File: src/rtl/hpt_pkg.sv
package hpt_pkg;

  localparam int unsigned TS_W       = 16;
  localparam int unsigned OVF_W      = 16;
  localparam int unsigned RATE_W     = 27;
  localparam int unsigned PULSE_W    = 7;
  localparam int unsigned RPM_W      = 32;
  localparam int unsigned CFG_DATA_W = 27;
  localparam int unsigned CFG_IDX_W  = 2;
  localparam int unsigned NUM_W      = 33;

  localparam logic [OVF_W-1:0]   OVF_MAX    = '1;
  localparam logic [RPM_W-1:0]   RPM_MAX    = '1;
  localparam logic [NUM_W-1:0]   RPM_SCALE  = NUM_W'(60);

  localparam logic [RATE_W-1:0]  RATE_RST   = RATE_W'(16000000);
  localparam logic [PULSE_W-1:0] PULSE0_RST = PULSE_W'(4);
  localparam logic [PULSE_W-1:0] PULSE1_RST = PULSE_W'(2);
  localparam logic [OVF_W-1:0]   TMO_RST    = OVF_W'(244);

  typedef enum logic [CFG_IDX_W-1:0] {
    CFG_RATE    = 2'd0,
    CFG_PULSE0  = 2'd1,
    CFG_PULSE1  = 2'd2,
    CFG_TIMEOUT = 2'd3
  } cfg_idx_e;

  typedef struct packed {
    logic accept;
    logic prep;
    logic mul;
    logic step;
    logic write_speed;
    logic load_out;
  } dp_cmd_t;

  typedef struct packed {
    logic in_edge;
    logic present;
    logic nonpos;
    logic div_done;
  } dp_status_t;

endpackage

File: src/rtl/hpt_if.sv
interface hpt_req_if;
  logic                      valid;
  logic                      ready;
  logic                      req_type;
  logic                      channel;
  logic [hpt_pkg::TS_W-1:0]  timer_value;

  modport source (output valid, req_type, channel, timer_value, input ready);
  modport sink   (input valid, req_type, channel, timer_value, output ready);
endinterface

interface hpt_rsp_if;
  logic                      valid;
  logic                      ready;
  logic [hpt_pkg::RPM_W-1:0] rpm_first;
  logic [hpt_pkg::RPM_W-1:0] rpm_second;
  logic                      measured;

  modport source (output valid, rpm_first, rpm_second, measured, input ready);
  modport sink   (input valid, rpm_first, rpm_second, measured, output ready);
endinterface

File: src/rtl/hpt_datapath.sv
module hpt_datapath #(
  parameter int unsigned TIMER_WIDTH = 16,
  parameter int unsigned CHANNELS    = 2
) (
  input  logic                           clk_i,
  input  logic                           rst_ni,
  input  logic                           cfg_we_i,
  input  logic [hpt_pkg::CFG_IDX_W-1:0]  cfg_idx_i,
  input  logic [hpt_pkg::CFG_DATA_W-1:0] cfg_data_i,
  input  logic                           req_type_i,
  input  logic                           channel_i,
  input  logic [hpt_pkg::TS_W-1:0]       timer_value_i,
  input  hpt_pkg::dp_cmd_t               cmd_i,
  output hpt_pkg::dp_status_t            status_o,
  output logic [hpt_pkg::RPM_W-1:0]      rpm_first_o,
  output logic [hpt_pkg::RPM_W-1:0]      rpm_second_o,
  output logic                           measured_o
);
  import hpt_pkg::*;

  localparam int unsigned CAP_W  = (TIMER_WIDTH < TS_W) ? TIMER_WIDTH : TS_W;
  localparam int unsigned TOT_W  = OVF_W + TIMER_WIDTH;
  localparam int unsigned DEN_W  = TOT_W + PULSE_W;
  localparam int unsigned STEP_W = $clog2(NUM_W + 1);

  logic [RATE_W-1:0]  rate_q;
  logic [PULSE_W-1:0] pulse0_q;
  logic [PULSE_W-1:0] pulse1_q;
  logic [OVF_W-1:0]   timeout_q;

  logic [CAP_W-1:0]   last_cap_q [CHANNELS];
  logic [OVF_W-1:0]   ovf_q      [CHANNELS];
  logic [RPM_W-1:0]   speed_q    [CHANNELS];
  logic [OVF_W-1:0]   ovf_inc    [CHANNELS];

  logic               ch_q;
  logic [CAP_W-1:0]   cap_q;
  logic               meas_q;
  logic [TOT_W-1:0]   counts_q;
  logic [DEN_W-1:0]   den_q;
  logic [DEN_W-1:0]   rem_q;
  logic [NUM_W-1:0]   quo_q;
  logic [STEP_W-1:0]  step_q;

  logic [CAP_W-1:0]   prev_sel;
  logic [OVF_W-1:0]   ovf_sel;
  logic [TOT_W-1:0]   total;
  logic [TOT_W:0]     diff;
  logic               present;
  logic               nonpos;
  logic [PULSE_W-1:0] pulse_sel;
  logic [DEN_W:0]     trial;
  logic               ge;
  logic [RPM_W-1:0]   rpm_sat;
  logic [RPM_W-1:0]   second_sel;

  always_comb begin
    prev_sel   = '0;
    ovf_sel    = '0;
    second_sel = '0;
    for (int i = 0; i < CHANNELS; i++) begin
      ovf_inc[i] = (ovf_q[i] == OVF_MAX) ? ovf_q[i] : ovf_q[i] + OVF_W'(1);
      if (int'(ch_q) == i) begin
        prev_sel = last_cap_q[i];
        ovf_sel  = ovf_q[i];
      end
      if (i == 1) begin
        second_sel = speed_q[i];
      end
    end
  end

  assign present   = int'(ch_q) < CHANNELS;
  assign total     = {ovf_sel, {TIMER_WIDTH{1'b0}}} + TOT_W'(cap_q);
  assign diff      = {1'b0, total} - (TOT_W + 1)'(prev_sel);
  assign nonpos    = diff[TOT_W] || (diff == '0);
  assign pulse_sel = ch_q ? pulse1_q : pulse0_q;

  assign trial   = {rem_q, quo_q[NUM_W-1]} - {1'b0, den_q};
  assign ge      = !trial[DEN_W];
  assign rpm_sat = quo_q[NUM_W-1] ? RPM_MAX : quo_q[RPM_W-1:0];

  assign status_o.in_edge  = req_type_i;
  assign status_o.present  = present;
  assign status_o.nonpos   = nonpos;
  assign status_o.div_done = (step_q == STEP_W'(NUM_W));

  always_ff @(posedge clk_i or negedge rst_ni) begin
    if (!rst_ni) begin
      rate_q    <= RATE_RST;
      pulse0_q  <= PULSE0_RST;
      pulse1_q  <= PULSE1_RST;
      timeout_q <= TMO_RST;
      for (int i = 0; i < CHANNELS; i++) begin
        last_cap_q[i] <= '0;
        ovf_q[i]      <= '0;
        speed_q[i]    <= '0;
      end
    end else begin
      if (cfg_we_i) begin
        case (cfg_idx_e'(cfg_idx_i))
          CFG_RATE:    rate_q    <= cfg_data_i[RATE_W-1:0];
          CFG_PULSE0:  pulse0_q  <= cfg_data_i[PULSE_W-1:0];
          CFG_PULSE1:  pulse1_q  <= cfg_data_i[PULSE_W-1:0];
          CFG_TIMEOUT: timeout_q <= cfg_data_i[OVF_W-1:0];
          default: ;
        endcase
      end
      for (int i = 0; i < CHANNELS; i++) begin
        if (cmd_i.accept && !req_type_i) begin
          ovf_q[i] <= ovf_inc[i];
          if (ovf_inc[i] >= timeout_q) begin
            speed_q[i] <= '0;
          end
        end
        if (int'(ch_q) == i) begin
          if (cmd_i.prep) begin
            last_cap_q[i] <= cap_q;
            ovf_q[i]      <= '0;
            if (nonpos) begin
              speed_q[i] <= RPM_MAX;
            end
          end
          if (cmd_i.write_speed) begin
            speed_q[i] <= rpm_sat;
          end
        end
      end
    end
  end

  always_ff @(posedge clk_i) begin
    if (cmd_i.accept) begin
      ch_q   <= channel_i;
      cap_q  <= timer_value_i[CAP_W-1:0];
      meas_q <= 1'b0;
    end
    if (cmd_i.prep) begin
      counts_q <= diff[TOT_W-1:0];
      meas_q   <= present;
    end
    if (cmd_i.mul) begin
      den_q  <= DEN_W'(counts_q) * DEN_W'(pulse_sel);
      quo_q  <= NUM_W'(rate_q) * RPM_SCALE;
      rem_q  <= '0;
      step_q <= '0;
    end
    if (cmd_i.step) begin
      rem_q  <= ge ? trial[DEN_W-1:0] : {rem_q[DEN_W-2:0], quo_q[NUM_W-1]};
      quo_q  <= {quo_q[NUM_W-2:0], ge};
      step_q <= step_q + STEP_W'(1);
    end
    if (cmd_i.load_out) begin
      rpm_first_o  <= speed_q[0];
      rpm_second_o <= second_sel;
      measured_o   <= meas_q;
    end
  end

endmodule

File: src/rtl/hpt_ctrl.sv
module hpt_ctrl (
  input  logic                clk_i,
  input  logic                rst_ni,
  input  logic                in_valid_i,
  output logic                in_ready_o,
  output logic                out_valid_o,
  input  logic                out_ready_i,
  input  hpt_pkg::dp_status_t status_i,
  output hpt_pkg::dp_cmd_t    cmd_o
);
  import hpt_pkg::*;

  localparam logic [2:0] S_IDLE   = 3'd0;
  localparam logic [2:0] S_PREP   = 3'd1;
  localparam logic [2:0] S_MUL    = 3'd2;
  localparam logic [2:0] S_DIV    = 3'd3;
  localparam logic [2:0] S_FINISH = 3'd4;

  logic [2:0] state_q, state_d;
  logic       out_valid_q, out_valid_d;
  logic       out_free;

  assign out_free    = !out_valid_q || out_ready_i;
  assign in_ready_o  = (state_q == S_IDLE);
  assign out_valid_o = out_valid_q;

  always_comb begin
    state_d = state_q;
    cmd_o   = '0;
    case (state_q)
      S_IDLE: begin
        if (in_valid_i) begin
          cmd_o.accept = 1'b1;
          state_d      = status_i.in_edge ? S_PREP : S_FINISH;
        end
      end
      S_PREP: begin
        cmd_o.prep = 1'b1;
        state_d    = (!status_i.present || status_i.nonpos) ? S_FINISH : S_MUL;
      end
      S_MUL: begin
        cmd_o.mul = 1'b1;
        state_d   = S_DIV;
      end
      S_DIV: begin
        if (status_i.div_done) begin
          cmd_o.write_speed = 1'b1;
          state_d           = S_FINISH;
        end else begin
          cmd_o.step = 1'b1;
        end
      end
      S_FINISH: begin
        if (out_free) begin
          cmd_o.load_out = 1'b1;
          state_d        = S_IDLE;
        end
      end
      default: state_d = S_IDLE;
    endcase
  end

  always_comb begin
    out_valid_d = out_valid_q;
    if (cmd_o.load_out) begin
      out_valid_d = 1'b1;
    end else if (out_ready_i) begin
      out_valid_d = 1'b0;
    end
  end

  always_ff @(posedge clk_i or negedge rst_ni) begin
    if (!rst_ni) begin
      state_q     <= S_IDLE;
      out_valid_q <= 1'b0;
    end else begin
      state_q     <= state_d;
      out_valid_q <= out_valid_d;
    end
  end

endmodule

File: src/rtl/hall_period_tachometer_top.sv
// An overflow tick goes from acceptance through the finish state into the output register.
// A hall edge passes through the period, product, 33-step restoring divider and write-back
// steps; with a non-positive period or an absent channel it skips to the finish state.
// One transaction is in flight at a time; a finished result may wait in the output register.
// Reset is asynchronous and active low; it restores the registers to their
// defaults and clears all captures, overflow counts and speeds.
module hall_period_tachometer_top #(
  parameter int unsigned TIMER_WIDTH = 16,
  parameter int unsigned CHANNELS    = 2
) (
  input  logic                           clk_i,
  input  logic                           rst_ni,
  input  logic                           cfg_we_i,
  input  logic [hpt_pkg::CFG_IDX_W-1:0]  cfg_idx_i,
  input  logic [hpt_pkg::CFG_DATA_W-1:0] cfg_data_i,
  hpt_req_if.sink                        req_i,
  hpt_rsp_if.source                      rsp_o
);
  import hpt_pkg::*;

  dp_cmd_t    cmd;
  dp_status_t status;

  hpt_ctrl u_ctrl (
    .clk_i       (clk_i),
    .rst_ni      (rst_ni),
    .in_valid_i  (req_i.valid),
    .in_ready_o  (req_i.ready),
    .out_valid_o (rsp_o.valid),
    .out_ready_i (rsp_o.ready),
    .status_i    (status),
    .cmd_o       (cmd)
  );

  hpt_datapath #(
    .TIMER_WIDTH (TIMER_WIDTH),
    .CHANNELS    (CHANNELS)
  ) u_datapath (
    .clk_i         (clk_i),
    .rst_ni        (rst_ni),
    .cfg_we_i      (cfg_we_i),
    .cfg_idx_i     (cfg_idx_i),
    .cfg_data_i    (cfg_data_i),
    .req_type_i    (req_i.req_type),
    .channel_i     (req_i.channel),
    .timer_value_i (req_i.timer_value),
    .cmd_i         (cmd),
    .status_o      (status),
    .rpm_first_o   (rsp_o.rpm_first),
    .rpm_second_o  (rsp_o.rpm_second),
    .measured_o    (rsp_o.measured)
  );

endmodule

File: src/flat_wrapper.sv
// flat-port wrapper written by rule: the top's interface ports become plain ports
module hall_period_tachometer_top_flat import hpt_pkg::*;
#(
  parameter int unsigned TIMER_WIDTH = 16,
  parameter int unsigned CHANNELS    = 2
)
  (clk_i, rst_ni, cfg_we_i, cfg_idx_i, cfg_data_i, req_i_valid, req_i_req_type, req_i_channel, req_i_timer_value, req_i_ready, rsp_o_valid, rsp_o_rpm_first, rsp_o_rpm_second, rsp_o_measured, rsp_o_ready);
  hpt_req_if req_i_i ();
  hpt_rsp_if rsp_o_i ();
  input  logic clk_i;
  input  logic rst_ni;
  input  logic cfg_we_i;
  input  logic [hpt_pkg::CFG_IDX_W-1:0] cfg_idx_i;
  input  logic [hpt_pkg::CFG_DATA_W-1:0] cfg_data_i;
  input wire logic [$bits(req_i_i.valid)-1:0] req_i_valid;
  input wire logic [$bits(req_i_i.req_type)-1:0] req_i_req_type;
  input wire logic [$bits(req_i_i.channel)-1:0] req_i_channel;
  input wire logic [$bits(req_i_i.timer_value)-1:0] req_i_timer_value;
  output wire logic [$bits(req_i_i.ready)-1:0] req_i_ready;
  output wire logic [$bits(rsp_o_i.valid)-1:0] rsp_o_valid;
  output wire logic [$bits(rsp_o_i.rpm_first)-1:0] rsp_o_rpm_first;
  output wire logic [$bits(rsp_o_i.rpm_second)-1:0] rsp_o_rpm_second;
  output wire logic [$bits(rsp_o_i.measured)-1:0] rsp_o_measured;
  input wire logic [$bits(rsp_o_i.ready)-1:0] rsp_o_ready;
  assign req_i_i.valid = req_i_valid;
  assign req_i_i.req_type = req_i_req_type;
  assign req_i_i.channel = req_i_channel;
  assign req_i_i.timer_value = req_i_timer_value;
  assign req_i_ready = req_i_i.ready;
  assign rsp_o_valid = rsp_o_i.valid;
  assign rsp_o_rpm_first = rsp_o_i.rpm_first;
  assign rsp_o_rpm_second = rsp_o_i.rpm_second;
  assign rsp_o_measured = rsp_o_i.measured;
  assign rsp_o_i.ready = rsp_o_ready;
  hall_period_tachometer_top #(.TIMER_WIDTH(TIMER_WIDTH), .CHANNELS(CHANNELS)) u_core (.clk_i(clk_i), .rst_ni(rst_ni), .cfg_we_i(cfg_we_i), .cfg_idx_i(cfg_idx_i), .cfg_data_i(cfg_data_i), .req_i(req_i_i), .rsp_o(rsp_o_i));
endmodule
File: config.mk
export PLATFORM = sky130hd
export DESIGN_NAME = hall_period_tachometer_top_flat
export DESIGN_NICKNAME = d
export VERILOG_FILES = /design/src/rtl/hpt_pkg.sv /design/src/rtl/hpt_if.sv /design/src/rtl/hpt_datapath.sv /design/src/rtl/hpt_ctrl.sv /design/src/rtl/hall_period_tachometer_top.sv /design/src/flat_wrapper.sv
export SDC_FILE = /design/constraint.sdc
export NUM_CORES = 1
export LEC_CHECK = 0
export ABC_AREA = 1
export BUFFER_PORTS_ARGS = -buffer_cell sky130_fd_sc_hd__clkbuf_2
export CORE_AREA = 2 2 338 340
export CTS_CLUSTER_SIZE = 25
export DETAILED_ROUTE_END_ITERATION = 8
export DIE_AREA = 0 0 340 342
export PLACE_DENSITY = 0.52
export SYNTH_ARGS = -nofsm -noshare
export SYNTH_HDL_FRONTEND = slang
export SYNTH_SLANG_ARGS = --single-unit
File: constraint.sdc
create_clock -name clk_i -period 8.8 [get_ports clk_i]
set_clock_uncertainty 0.05 [all_clocks]
set_input_delay 0 -clock clk_i [delete_from_list [all_inputs] [get_ports clk_i]]
set_output_delay 0 -clock clk_i [all_outputs]
set_load 0.01 [all_outputs]
==> flow_metrics.env, run 1 <==
export IMPL_run_status="finished clean"
export IMPL_synth_seq_cells=421
export IMPL_fin_util_pct=31.7
export IMPL_yosysSeqAreaShare_pct=37.3
export IMPL_max_slew_worst_pin_slew_ns=1.22
export IMPL_startpoint_type="flip-flop"
export IMPL_drt_total_wl_um=84900
export IMPL_worstPathRequired_ns=9.10
export IMPL_iteration_count_of_the_initial_detailed_routing_pass=5
export IMPL_synth_top_area_cell="edfxtp_1"
export IMPL_global_route_usage_met3_pct=2.11
export IMPL_die_w_um=340
export IMPL_yosysTopAreaCellShare_pct=22.1
export IMPL_design_die_area_mm2=0.116
export IMPL_post_synth_instance_area_mm2=0.0314
export IMPL_fp_row_count=124
export IMPL_crit_type="reg -> reg"
export IMPL_post_route_period_util_pct=77.0
export IMPL_gr_total_overflow=0
export IMPL_antenna_found_initial=2
export IMPL_hold_class="in -> reg"
export IMPL_synthTopCellsByArea="edfxtp_1, dfrtp_1, fa_1, nand2_1, ha_1"
export IMPL_fin_nets=4294
export IMPL_via_per_inst=4.58
export IMPL_maxClockFrequency_mhz=148
export IMPL_globalRoute_busiestLayer="met2"
export IMPL_synth_top_cells_by_count="nand2_1, inv_1, nor2_1, a21oi_1, o21ai_0"
export IMPL_gp_routability_congestion=0.881
export IMPL_dominantRegCellSynth="edfxtp_1"
export IMPL_dpl_hpwl_um=64200
export IMPL_setup_tns_final_ns=0
export IMPL_worst_path_max_fanout=67
export IMPL_final_layout_size_suffix_gt1_share_pct=7.80
export IMPL_detailroute_via_count=24810
export IMPL_share_of_flip_flops_with_an_asynchronous_set_or_reset_pct=44.9
export IMPL_cp_arrival_ns=7.07
export IMPL_h_tree_depth=2
export IMPL_grt_use_total_pct=14.6
export IMPL_synth_yosys_warnings=0
export IMPL_synth_edff_count=231
export IMPL_gr_usage_met1_pct=21.3
export IMPL_clock_insertion_delay_worst_skew_ns=0.60
export IMPL_synth_cells=3722
export IMPL_clock_sinks=421
export IMPL_rsz0062_at_grt="false"
export IMPL_mean_cell_area_of_the_mapped_netlist_um2=8.43
export IMPL_slew_limit_headroom_pct=18.3
export IMPL_io_pins=119
export IMPL_timing_hold_violations_final=0
export IMPL_worst_setup_path_end_kind="flip-flop"
export IMPL_initialDrtViolationCount=1549
export IMPL_start_util_pct=27.7
export IMPL_synth_fp_nets=4158
export IMPL_report_final_slew_viol_count=0
export IMPL_core_area_mm2=0.113
export IMPL_cts_made_buffers=50
export IMPL_postCtsSetupRepairBufs=0
export IMPL_layout_area_growth_over_synthesis_pct=14.3
export IMPL_post_synth_num_cell_types=49
export IMPL_global_route_usage_met2_pct=22.6
export IMPL_maximum_number_of_pins_on_one_net_before_global_route_repair=91
export IMPL_clk_pin_slew_ns=0.06
export IMPL_drc=0
export IMPL_cts_tree="yes"
export IMPL_synth_most_common_cell="nand2_1"
export IMPL_cts_root_buffer_cell="clkbuf_16"
export IMPL_detail_route_antenna_nets=0
export IMPL_floorplan_die_height_um=342
export IMPL_first_global_vias=24429
export IMPL_max_cap_violations=0
export IMPL_avgRoutedWirePerCell_um=15.7
export IMPL_final_period_minus_worst_setup_slack_ns=6.77
export IMPL_io_buffers=118
export IMPL_setup_viol_count_final=0
export IMPL_ctsLongestPathBuffers=3
export IMPL_global_route_wire_length_before_repair_um=137000
[cells by family after synthesis]
family	count (synthesis)	synth area share, %
adder cells (fa/ha/maj)	384	20.2
AND/OR/NAND/NOR	1422	18.7
buffers and inverters	680	8.28
AO/OA/AOI/OAI	679	11.7
multiplexers	23	0.770
XOR/XNOR	113	3.16
flip-flops	421	37.3
[state kept, by name, indices dropped and copies added, names as in the netlist, 3 cells and up]
| signal | cells |
|---|---|
| u_core.u_datapath.cap_q | 16 |
| u_core.u_datapath.ovf_q | 32 |
| u_core.u_datapath.quo_q | 33 |
| u_core.u_datapath.speed_q | 32 |
| u_core.u_datapath.rpm_first_o | 32 |
| u_core.u_ctrl.state_q | 3 |
| u_core.u_datapath.last_cap_q | 32 |
| u_core.u_datapath.pulse1_q | 7 |
| u_core.u_datapath.step_q | 6 |
| u_core.u_datapath.rpm_second_o | 32 |
| u_core.u_datapath.den_q | 39 |
| u_core.u_datapath.timeout_q | 16 |
| u_core.u_datapath.counts_q | 32 |
| u_core.u_datapath.rate_q | 27 |
| u_core.u_datapath.rem_q | 39 |
| u_core.u_datapath.second_sel | 32 |
| u_core.u_datapath.pulse0_q | 7 |
[worst max-delay path: stages (launching register included)]
cell and delay, ns:
edfxtp_1 0.47, inv_2 0.14, buf_4 0.36, or2_2 0.40
o21ai_2 0.06, buf_4 0.35, nor2_1 0.11, fa_1 0.55
inv_1 0.05, fa_1 0.47, inv_1 0.05, fa_1 0.53
inv_1 0.06, fa_1 0.53, inv_1 0.04, ha_1 0.34
inv_1 0.09, nor3_1 0.26, a21oi_1 0.15, o21ai_0 0.38
nand2_1 0.09, nand2_1 0.11, a21oi_1 0.14, o21ai_0 0.42
nand3_1 0.12, nand2_1 0.10, xor2_1 0.06
[layout make-up]
class	instances	area (um2)
Antenna cell	1	2.50
Clock buffer	59	1310
Clock inverter	34	368
Fill cell	11944	77200
Inverter	570	2140
Multi-Input combinational cell	2621	17100
Sequential cell	421	11700
Tap cell	1512	1890
Timing Repair Buffer	194	1320
[through the flow]
stage	setup WS (ns)	hold WS [ns]	area (um2)	cells
after floorplan	2.85	-0.346	31400	3722
after global placement	2.11	-0.0192	33600	5265
after detailed placement	2.04	-0.0190	33600	5265
after CTS	2.04	0.0106	35900	5411
after global routing	1.54	0.0378	35900	5411
final	2.03	0.0582	35900	5412
[placed cells by master, fill, tap and decap left out, types with 4 or more instances in the layout]
cell | netlist | routed
o221ai_1 | 4 | 4
clkinv_1 | 1 | 8
o21a_1 | 16 | 16
o21ai_2 | 8 | 14
a21boi_0 | 5 | 5
ha_1 | 182 | 182
nand4_1 | 23 | 23
dfstp_2 | 14 | 14
mux2_2 | 9 | 9
edfxtp_1 | 231 | 231
xnor2_1 | 42 | 42
a21oi_1 | 295 | 295
dlygate4sd3_1 | 0 | 52
inv_2 | 2 | 4
xor2_1 | 71 | 71
nand3b_1 | 5 | 5
clkbuf_2 | 0 | 117
fa_1 | 202 | 202
nor4_1 | 72 | 72
clkbuf_16 | 0 | 51
o211ai_1 | 8 | 8
o21bai_1 | 14 | 14
buf_4 | 2 | 23
nor3_1 | 37 | 36
clkbuf_1 | 87 | 8
clkinv_2 | 0 | 11
nand2_2 | 3 | 6
inv_1 | 567 | 565
clkinv_4 | 0 | 5
o21ai_0 | 275 | 272
nand2_1 | 784 | 780
a31oi_1 | 23 | 23
a21o_1 | 9 | 9
dfrtp_1 | 175 | 175
bufinv_16 | 0 | 7
mux2i_1 | 14 | 14
nor2_1 | 368 | 365
nand3_1 | 101 | 100
or2_2 | 25 | 25
a211oi_1 | 5 | 5
[layer usage]
layer / routed length (um) / vias to the layer above
met2: 37000 / 511
met5: 13 / -
li1: - / 12462
met4: 1750 / 2
met1: 42000 / 11732
met3: 4060 / 103
[final timing paths]
kind,start,to,slack (ns),depth (start not counted)
max,u_core.u_datapath.ch_q,u_core.u_datapath.den_q[33],2.03,26
min,req_i_timer_value[13],u_core.u_datapath.cap_q[13],0.06,2
max reg2reg,u_core.u_datapath.ch_q,u_core.u_datapath.den_q[33],2.03,26
min reg2reg,u_core.u_datapath.meas_q,u_core.u_datapath.measured_o,0.38,0
max in group asynchronous,rst_ni,u_core.u_datapath.last_cap_q[9],7.18,4
min in group asynchronous,rst_ni,u_core.u_datapath.rate_q[23],0.55,3
[repair_timing]
action / CTS / global route
hold endpoints to repair: 145 / 0
hold buffers: 53 / 0
gates resized for setup: 0 / 0
Power of run 1 is left out: the tool's default activity adds up to more than one toggle a clock period on the data nets, which glitch-free logic cannot reach.
==> inputs of run 2 (changes only) <==
--- a/config.mk
+++ b/config.mk
@@ -5,12 +5,12 @@
 export SDC_FILE = /design/constraint.sdc
 export NUM_CORES = 1
 export LEC_CHECK = 0
-export ABC_AREA = 1
+export ABC_AREA = 0
 export BUFFER_PORTS_ARGS = -buffer_cell sky130_fd_sc_hd__clkbuf_2
-export CORE_AREA = 2 2 338 340
+export CORE_AREA = 2 2 332 334
 export CTS_CLUSTER_SIZE = 25
 export DETAILED_ROUTE_END_ITERATION = 8
-export DIE_AREA = 0 0 340 342
+export DIE_AREA = 0 0 334 336
 export PLACE_DENSITY = 0.52
 export SYNTH_ARGS = -nofsm -noshare
 export SYNTH_HDL_FRONTEND = slang
==> constraint.sdc (replaced) <==
create_clock -name clk_i -period 6.4 [get_ports clk_i]
set_clock_uncertainty 0.05 [all_clocks]
set_input_delay 0 -clock clk_i [delete_from_list [all_inputs] [get_ports clk_i]]
set_output_delay 0 -clock clk_i [all_outputs]
set_load 0.01 [all_outputs]
==> flow_metrics.env, run 2 <==
export IMPL_layout_area_growth_over_synthesis_pct=15.9
export IMPL_max_slew_worst_pin_slew_ns=1.06
export IMPL_worst_path_max_fanout=9
export IMPL_core_area_mm2=0.108
export IMPL_avgRoutedWirePerCell_um=17.0
export IMPL_r2r_start="u_core.u_datapath.ch_q"
export IMPL_iteration_count_of_the_initial_detailed_routing_pass=5
export IMPL_startpoint_type="flip-flop"
export IMPL_layout_cells_most_common="edfxtp_1"
export IMPL_detailroute_via_count=20558
export IMPL_grt_use_total_pct=13.3
export IMPL_io_pins=119
export IMPL_timing_hold_violations_final=0
export IMPL_synth_top_area_cell="edfxtp_1"
export IMPL_maximum_number_of_pins_on_one_net_before_global_route_repair=96
export IMPL_synth_fp_nets=3219
export IMPL_placedCellCount=4242
export IMPL_design_die_area_mm2=0.112
export IMPL_cts_tree="yes"
export IMPL_synth_seq_cells=421
export IMPL_synth_top_cells_by_count="edfxtp_1, inv_1, fa_1, ha_1"
export IMPL_io_buffers=118
export IMPL_regToRegEndpoint="u_core.u_datapath.den_q[38]"
export IMPL_slew_limit_headroom_pct=29.2
export IMPL_cts_root_buffer_cell="clkbuf_16"
export IMPL_initialDrtViolationCount=1103
export IMPL_dominant_delay_contributor_by_cell_family_on_the_critical_path="compound AO/OA/AOI/OAI gates"
export IMPL_max_cap_violations=0
export IMPL_fin_nets=3373
export IMPL_clk_pin_slew_ns=0.06
export IMPL_worstPathRequired_ns=6.73
export IMPL_cpPeakStageDelay_ns=0.55
export IMPL_antenna_found_initial=1
export IMPL_share_of_flip_flops_with_an_asynchronous_set_or_reset_pct=44.9
export IMPL_drc=0
export IMPL_crit_type="reg -> reg"
export IMPL_hold_class="in -> reg"
export IMPL_setup_viol_count_final=0
export IMPL_gr_total_overflow=0
export IMPL_reg2reg_setup_slack_ns=0.25
export IMPL_final_period_minus_worst_setup_slack_ns=6.15
export IMPL_cp_arrival_ns=6.47
export IMPL_gp_routability_congestion=0.808
export IMPL_final_layout_size_suffix_gt1_share_pct=15.0
export IMPL_maxClockFrequency_mhz=163
export IMPL_drt_total_wl_um=74500
export IMPL_dpl_hpwl_um=55300
export IMPL_synth_edff_count=231
export IMPL_critical_path_endpoint="u_core.u_datapath.den_q[38]"
export IMPL_rsz0062_at_grt="true"
export IMPL_fp_row_count=121
export IMPL_slowest_stage="fa_1"
export IMPL_floorplan_die_height_um=336
export IMPL_report_final_slew_viol_count=0
export IMPL_hold_start="cfg_idx_i[1]"
export IMPL_post_synth_instance_area_mm2=0.0302
export IMPL_timing_critical_path_cells="buf_12 > mux2_2 > and2_1 > fa_1 > fa_1 > fa_1 > inv_1 > fa_1 > inv_1 > ha_4 > a21o_1 > a21o_1 > a221oi_2 > o21ai_0 > o21a_1 > o21ai_2 > a311oi_2 > a41o_1 > o41ai_4 > o21ba_2 > o21bai_1 > xnor2_1"
export IMPL_synth_most_common_cell="edfxtp_1"
export IMPL_yosysTopAreaCellShare_pct=23.0
export IMPL_detail_route_antenna_nets=0
export IMPL_die_w_um=334
export IMPL_start_util_pct=27.9
export IMPL_mean_cell_area_of_the_mapped_netlist_um2=10.9
export IMPL_critical_path_cell_count=22
export IMPL_via_per_inst=4.68
export IMPL_startpoint="u_core.u_datapath.ch_q"
export IMPL_clock_insertion_delay_worst_skew_ns=0.63
export IMPL_synth_cells=2783
export IMPL_dominantRegCellSynth="edfxtp_1"
export IMPL_first_global_vias=20982
export IMPL_post_synth_num_cell_types=81
export IMPL_cp_buffers_inverters=3
export IMPL_ctsLongestPathBuffers=3
export IMPL_synthTopCellsByArea="edfxtp_1, dfrtp_1, fa_1, ha_1, mux2_2"
export IMPL_worst_r2r_cell_count=22
export IMPL_critPathMostFrequentCell="fa_1"
export IMPL_post_route_period_util_pct=96.1
export IMPL_yosysSeqAreaShare_pct=38.7
export IMPL_global_route_wire_length_before_repair_um=120000
export IMPL_synth_yosys_warnings=0
export IMPL_run_status="finished clean"
export IMPL_clock_sinks=421
export IMPL_layout_common_cells="edfxtp_1, inv_1, fa_1"
export IMPL_post_layout_nonfiller_instances=4392
export IMPL_cts_made_buffers=47
export IMPL_h_tree_depth=2
export IMPL_largest_registers="u_core.u_datapath.den_q (39), u_core.u_datapath.rem_q (39), u_core.u_datapath.quo_q (33)"
export IMPL_worst_setup_path_end_kind="flip-flop"
run 2: changes by cell type after synthesis, sizes merged, moves of 141 or more:
cell / before / now
a21oi: 295 / 153
inv: 569 / 219
nand2: 788 / 175
nor2: 369 / 166
nor2b: 0 / 141
o21ai: 289 / 70
run 2: cells by family after synthesis:
family,after synthesis,synth area share (%)
buffers and inverters,336,4.43
adder cells (fa/ha/maj),384,20.9
AO/OA/AOI/OAI,492,11.3
AND/OR/NAND/NOR,831,14.3
flip-flops,421,38.7
multiplexers,165,5.90
XOR/XNOR,154,4.49
run 2: how the worst min path moves through the flow:
stage                                       endpoint  cells after the start
floorplan                  u_core.u_ctrl.out_valid_o                      0
global placement    u_core.u_datapath.second_sel[30]                      1
detailed placement  u_core.u_datapath.second_sel[19]                      1
CTS                     u_core.u_datapath.rate_q[24]                      4
global route             u_core.u_datapath.cap_q[13]                      2
finish                  u_core.u_datapath.rate_q[24]                      4
run 2: per-layer routing:
metal	share of wire (%)	vias up	track usage [%]
met5	0.017	-	0
met4	2.4	2	3.37
met3	3.2	85	1.75
met2	46	279	21.5
met1	49	10189	18.8
li1	-	10003	-
run 2: timing repair:
action                                  in CTS  in global routing
resized for setup                            0                  8
endpoints found under the hold margin      182                  0
endpoints found under the setup margin       0                  3
hold buffers                                54                  0
buffers inserted                             0                  4
run 2: layout make-up:
class,instances,area [um2]
Timing Repair Buffer,220,1570
Fill cell,11048,73400
Tap cell,1414,1770
Inverter,219,822
Clock buffer,60,1330
Clock inverter,28,434
Multi-Input combinational cell,2028,17400
Antenna cell,2,5.00
Sequential cell,421,11700
run 2: worst register-to-register path, cell delays in order (launching register included):
cell and delay (ns):
edfxtp_1 0.42, buf_12 0.18, mux2_2 0.44, and2_1 0.21, fa_1 0.55, fa_1 0.43
fa_1 0.49, inv_1 0.05, fa_1 0.47, inv_1 0.06, ha_4 0.24, a21o_1 0.15
a21o_1 0.19, a221oi_2 0.28, o21ai_0 0.14, o21a_1 0.25, o21ai_2 0.19, a311oi_2 0.14
a41o_1 0.30, o41ai_4 0.33, o21ba_2 0.17, o21bai_1 0.07, xnor2_1 0.13
run 2: metrics by stage:
step           setup TNS, ns  hold slack (ns)  cell area, um2  util (%)  setup WS, ns
3_5_place_dp               0           0.0813           32600      30.1        0.0888
3_3_place_gp               0           0.0790           32600      30.1         0.150
4_1_cts                    0          0.00205           34900      32.2        0.0937
2_1_floorplan         -0.104           -0.346           30400         -        -0.104
5_1_grt              -0.0448           0.0439           35000      32.3       -0.0251
6_report                   0           0.0531           35000      32.3         0.252
Power of run 2 is left out for the same reason.
==> inputs of run 3 (changes only) <==
--- a/config.mk
+++ b/config.mk
@@ -6,12 +6,12 @@
 export NUM_CORES = 1
 export LEC_CHECK = 0
 export ABC_AREA = 0
-export BUFFER_PORTS_ARGS = -buffer_cell sky130_fd_sc_hd__clkbuf_2
 export CORE_AREA = 2 2 332 334
 export CTS_CLUSTER_SIZE = 25
 export DETAILED_ROUTE_END_ITERATION = 8
 export DIE_AREA = 0 0 334 336
-export PLACE_DENSITY = 0.52
+export DONT_BUFFER_PORTS = 1
+export PLACE_DENSITY = 0.51
 export SYNTH_ARGS = -nofsm -noshare
 export SYNTH_HDL_FRONTEND = slang
 export SYNTH_SLANG_ARGS = --single-unit
==> flow_metrics.env, run 3 (same netlist as run 2, synthesis figures left out) <==
export IMPL_run_status="finished with violations"
export IMPL_failed_checks="hold timing"
export IMPL_maxClockFrequency_mhz=163
export IMPL_startpoint="u_core.u_datapath.ch_q"
export IMPL_io_pins=119
export IMPL_max_cap_violations=0
export IMPL_startpoint_type="flip-flop"
export IMPL_clk_pin_slew_ns=0.06
export IMPL_die_w_um=334
export IMPL_ctsLongestPathBuffers=3
export IMPL_avgRoutedWirePerCell_um=17.1
export IMPL_layout_area_growth_over_synthesis_pct=15.2
export IMPL_cts_root_buffer_cell="clkbuf_16"
export IMPL_fillerInstances=11079
export IMPL_drt_total_wl_um=74000
export IMPL_design_die_area_mm2=0.112
export IMPL_layout_common_cells="edfxtp_1, inv_1, fa_1"
export IMPL_timing_hold_violations_final=11
export IMPL_via_per_inst=4.63
export IMPL_floorplan_die_height_um=336
export IMPL_final_layout_size_suffix_gt1_share_pct=11.6
export IMPL_worst_r2r_cell_count=23
export IMPL_grt_use_total_pct=13.2
export IMPL_crit_type="reg -> reg"
export IMPL_layout_cells_most_common="edfxtp_1"
export IMPL_start_util_pct=27.9
export IMPL_report_final_slew_viol_count=0
export IMPL_worst_path_max_fanout=7
export IMPL_r2r_start="u_core.u_datapath.ch_q"
export IMPL_largest_registers="u_core.u_datapath.den_q (39), u_core.u_datapath.rem_q (39), u_core.u_datapath.quo_q (33)"
export IMPL_detailroute_via_count=19993
export IMPL_setup_viol_count_final=0
export IMPL_maximum_number_of_pins_on_one_net_before_global_route_repair=190
export IMPL_clock_insertion_delay_worst_skew_ns=0.64
export IMPL_final_period_minus_worst_setup_slack_ns=6.15
export IMPL_first_global_vias=20494
export IMPL_clock_sinks=421
export IMPL_iteration_count_of_the_initial_detailed_routing_pass=6
export IMPL_drc=0
export IMPL_dpl_hpwl_um=54600
export IMPL_detail_route_antenna_nets=0
export IMPL_cts_made_buffers=49
export IMPL_max_slew_worst_pin_slew_ns=1.17
export IMPL_fp_row_count=121
export IMPL_reg2reg_setup_slack_ns=0.25
export IMPL_antenna_found_initial=7
export IMPL_cts_tree="yes"
export IMPL_worst_setup_path_end_kind="flip-flop"
export IMPL_worstPathRequired_ns=6.73
export IMPL_hold_class="in -> async"
export IMPL_post_route_period_util_pct=96.1
export IMPL_global_route_wire_length_before_repair_um=119000
export IMPL_rsz0062_at_grt="false"
export IMPL_core_area_mm2=0.108
export IMPL_gr_total_overflow=0
export IMPL_h_tree_depth=2
export IMPL_fin_nets=3299
export IMPL_critical_path_endpoint="u_core.u_datapath.den_q[38]"
export IMPL_initialDrtViolationCount=1239
export IMPL_timing_hold_ws_ns=-0.0248
export IMPL_placedCellCount=4131
export IMPL_regToRegEndpoint="u_core.u_datapath.den_q[38]"
export IMPL_io_buffers=0
export IMPL_cp_arrival_ns=6.48
export IMPL_post_layout_nonfiller_instances=4319
export IMPL_slew_limit_headroom_pct=21.9
export IMPL_gp_routability_congestion=0.793
-- run 3: cell count changes in the layout (fill, tap and decap cells not counted), sizes merged --
| cell | change |
|---|---|
| diode | -1 |
| mux2 | -1 |
| bufinv | -3 |
| clkbuf | -101 |
| clkinvlp | -5 |
| inv | +1 |
| dlygate4sd3 | +33 |
| clkinv | -5 |
| buf | +9 |
-- run 3: cell type report --
type | count | area, um2 | share of cell area (%)
multi-input cells | 2027 | 17400 | 50.1
clock inverters | 16 | 280 | 0.805
inverters | 219 | 822 | 2.36
clock buffers | 76 | 1410 | 4.04
well taps | 1414 | 1770 | 5.08
diodes | 1 | 2.50 | 0.00719
repair buffers | 145 | 1400 | 4.03
flip-flops and latches | 421 | 11700 | 33.6
-- run 3: timing repair --
action                                  CTS  global route
hold buffers                             87             0
gates resized for setup                   0            21
hold endpoints to repair                294             0
setup buffers                             0             6
endpoints found under the setup margin    0             2
-- run 3: how the worst min path moves through the flow --
stage	from	to	slack, ns
final	rst_ni	u_core.u_datapath.second_sel[28]	-0.02
after global routing	req_i_timer_value[13]	u_core.u_datapath.cap_q[13]	0.03
after CTS	req_i_timer_value[13]	u_core.u_datapath.cap_q[13]	0.02
after detailed placement	rst_ni	u_core.u_datapath.second_sel[19]	-0.34
after global placement	rst_ni	u_core.u_datapath.second_sel[28]	-0.34
after floorplan	rst_ni	u_core.u_ctrl.out_valid_o	-0.35
-- run 3: metal layers --
layer | up-vias | wire [um] | GRT usage (%)
met5 | - | 52 | 0
met4 | 8 | 1490 | 3.10
met3 | 79 | 2640 | 2.08
met2 | 235 | 34000 | 21.2
met1 | 9827 | 35800 | 18.6
li1 | 9844 | - | -
-- run 3: worst max-delay path: stages, from the launching register on --
cell and delay (ns):
edfxtp_1 0.50, buf_6 0.18, mux2_4 0.35, buf_4 0.16, and2_1 0.17, fa_1 0.51, fa_1 0.43, fa_1 0.49
inv_1 0.05, fa_1 0.47, inv_1 0.06, ha_4 0.24, a21o_1 0.16, a21o_1 0.19, a221oi_2 0.27, o21ai_1 0.15
o21a_4 0.25, o21ai_2 0.17, a311oi_2 0.14, a41o_1 0.24, o41ai_4 0.32, o21ba_2 0.17, o21bai_1 0.08, xnor2_1 0.12
-- run 3: through the flow --
stage	worst slack (ns)	hold WS (ns)	cell area (um2)	TNS, ns	utilization (%)
after global routing	0.00123	0.0332	34800	0	32.1
after floorplan	-0.104	-0.346	30400	-0.104	-
after detailed placement	0.102	-0.339	32000	0	29.6
after CTS	0.105	0.0174	34600	0	31.9
after global placement	0.116	-0.341	32000	0	29.6
final	0.247	-0.0248	34800	0	32.1
Power of run 3 is left out for the same reason.
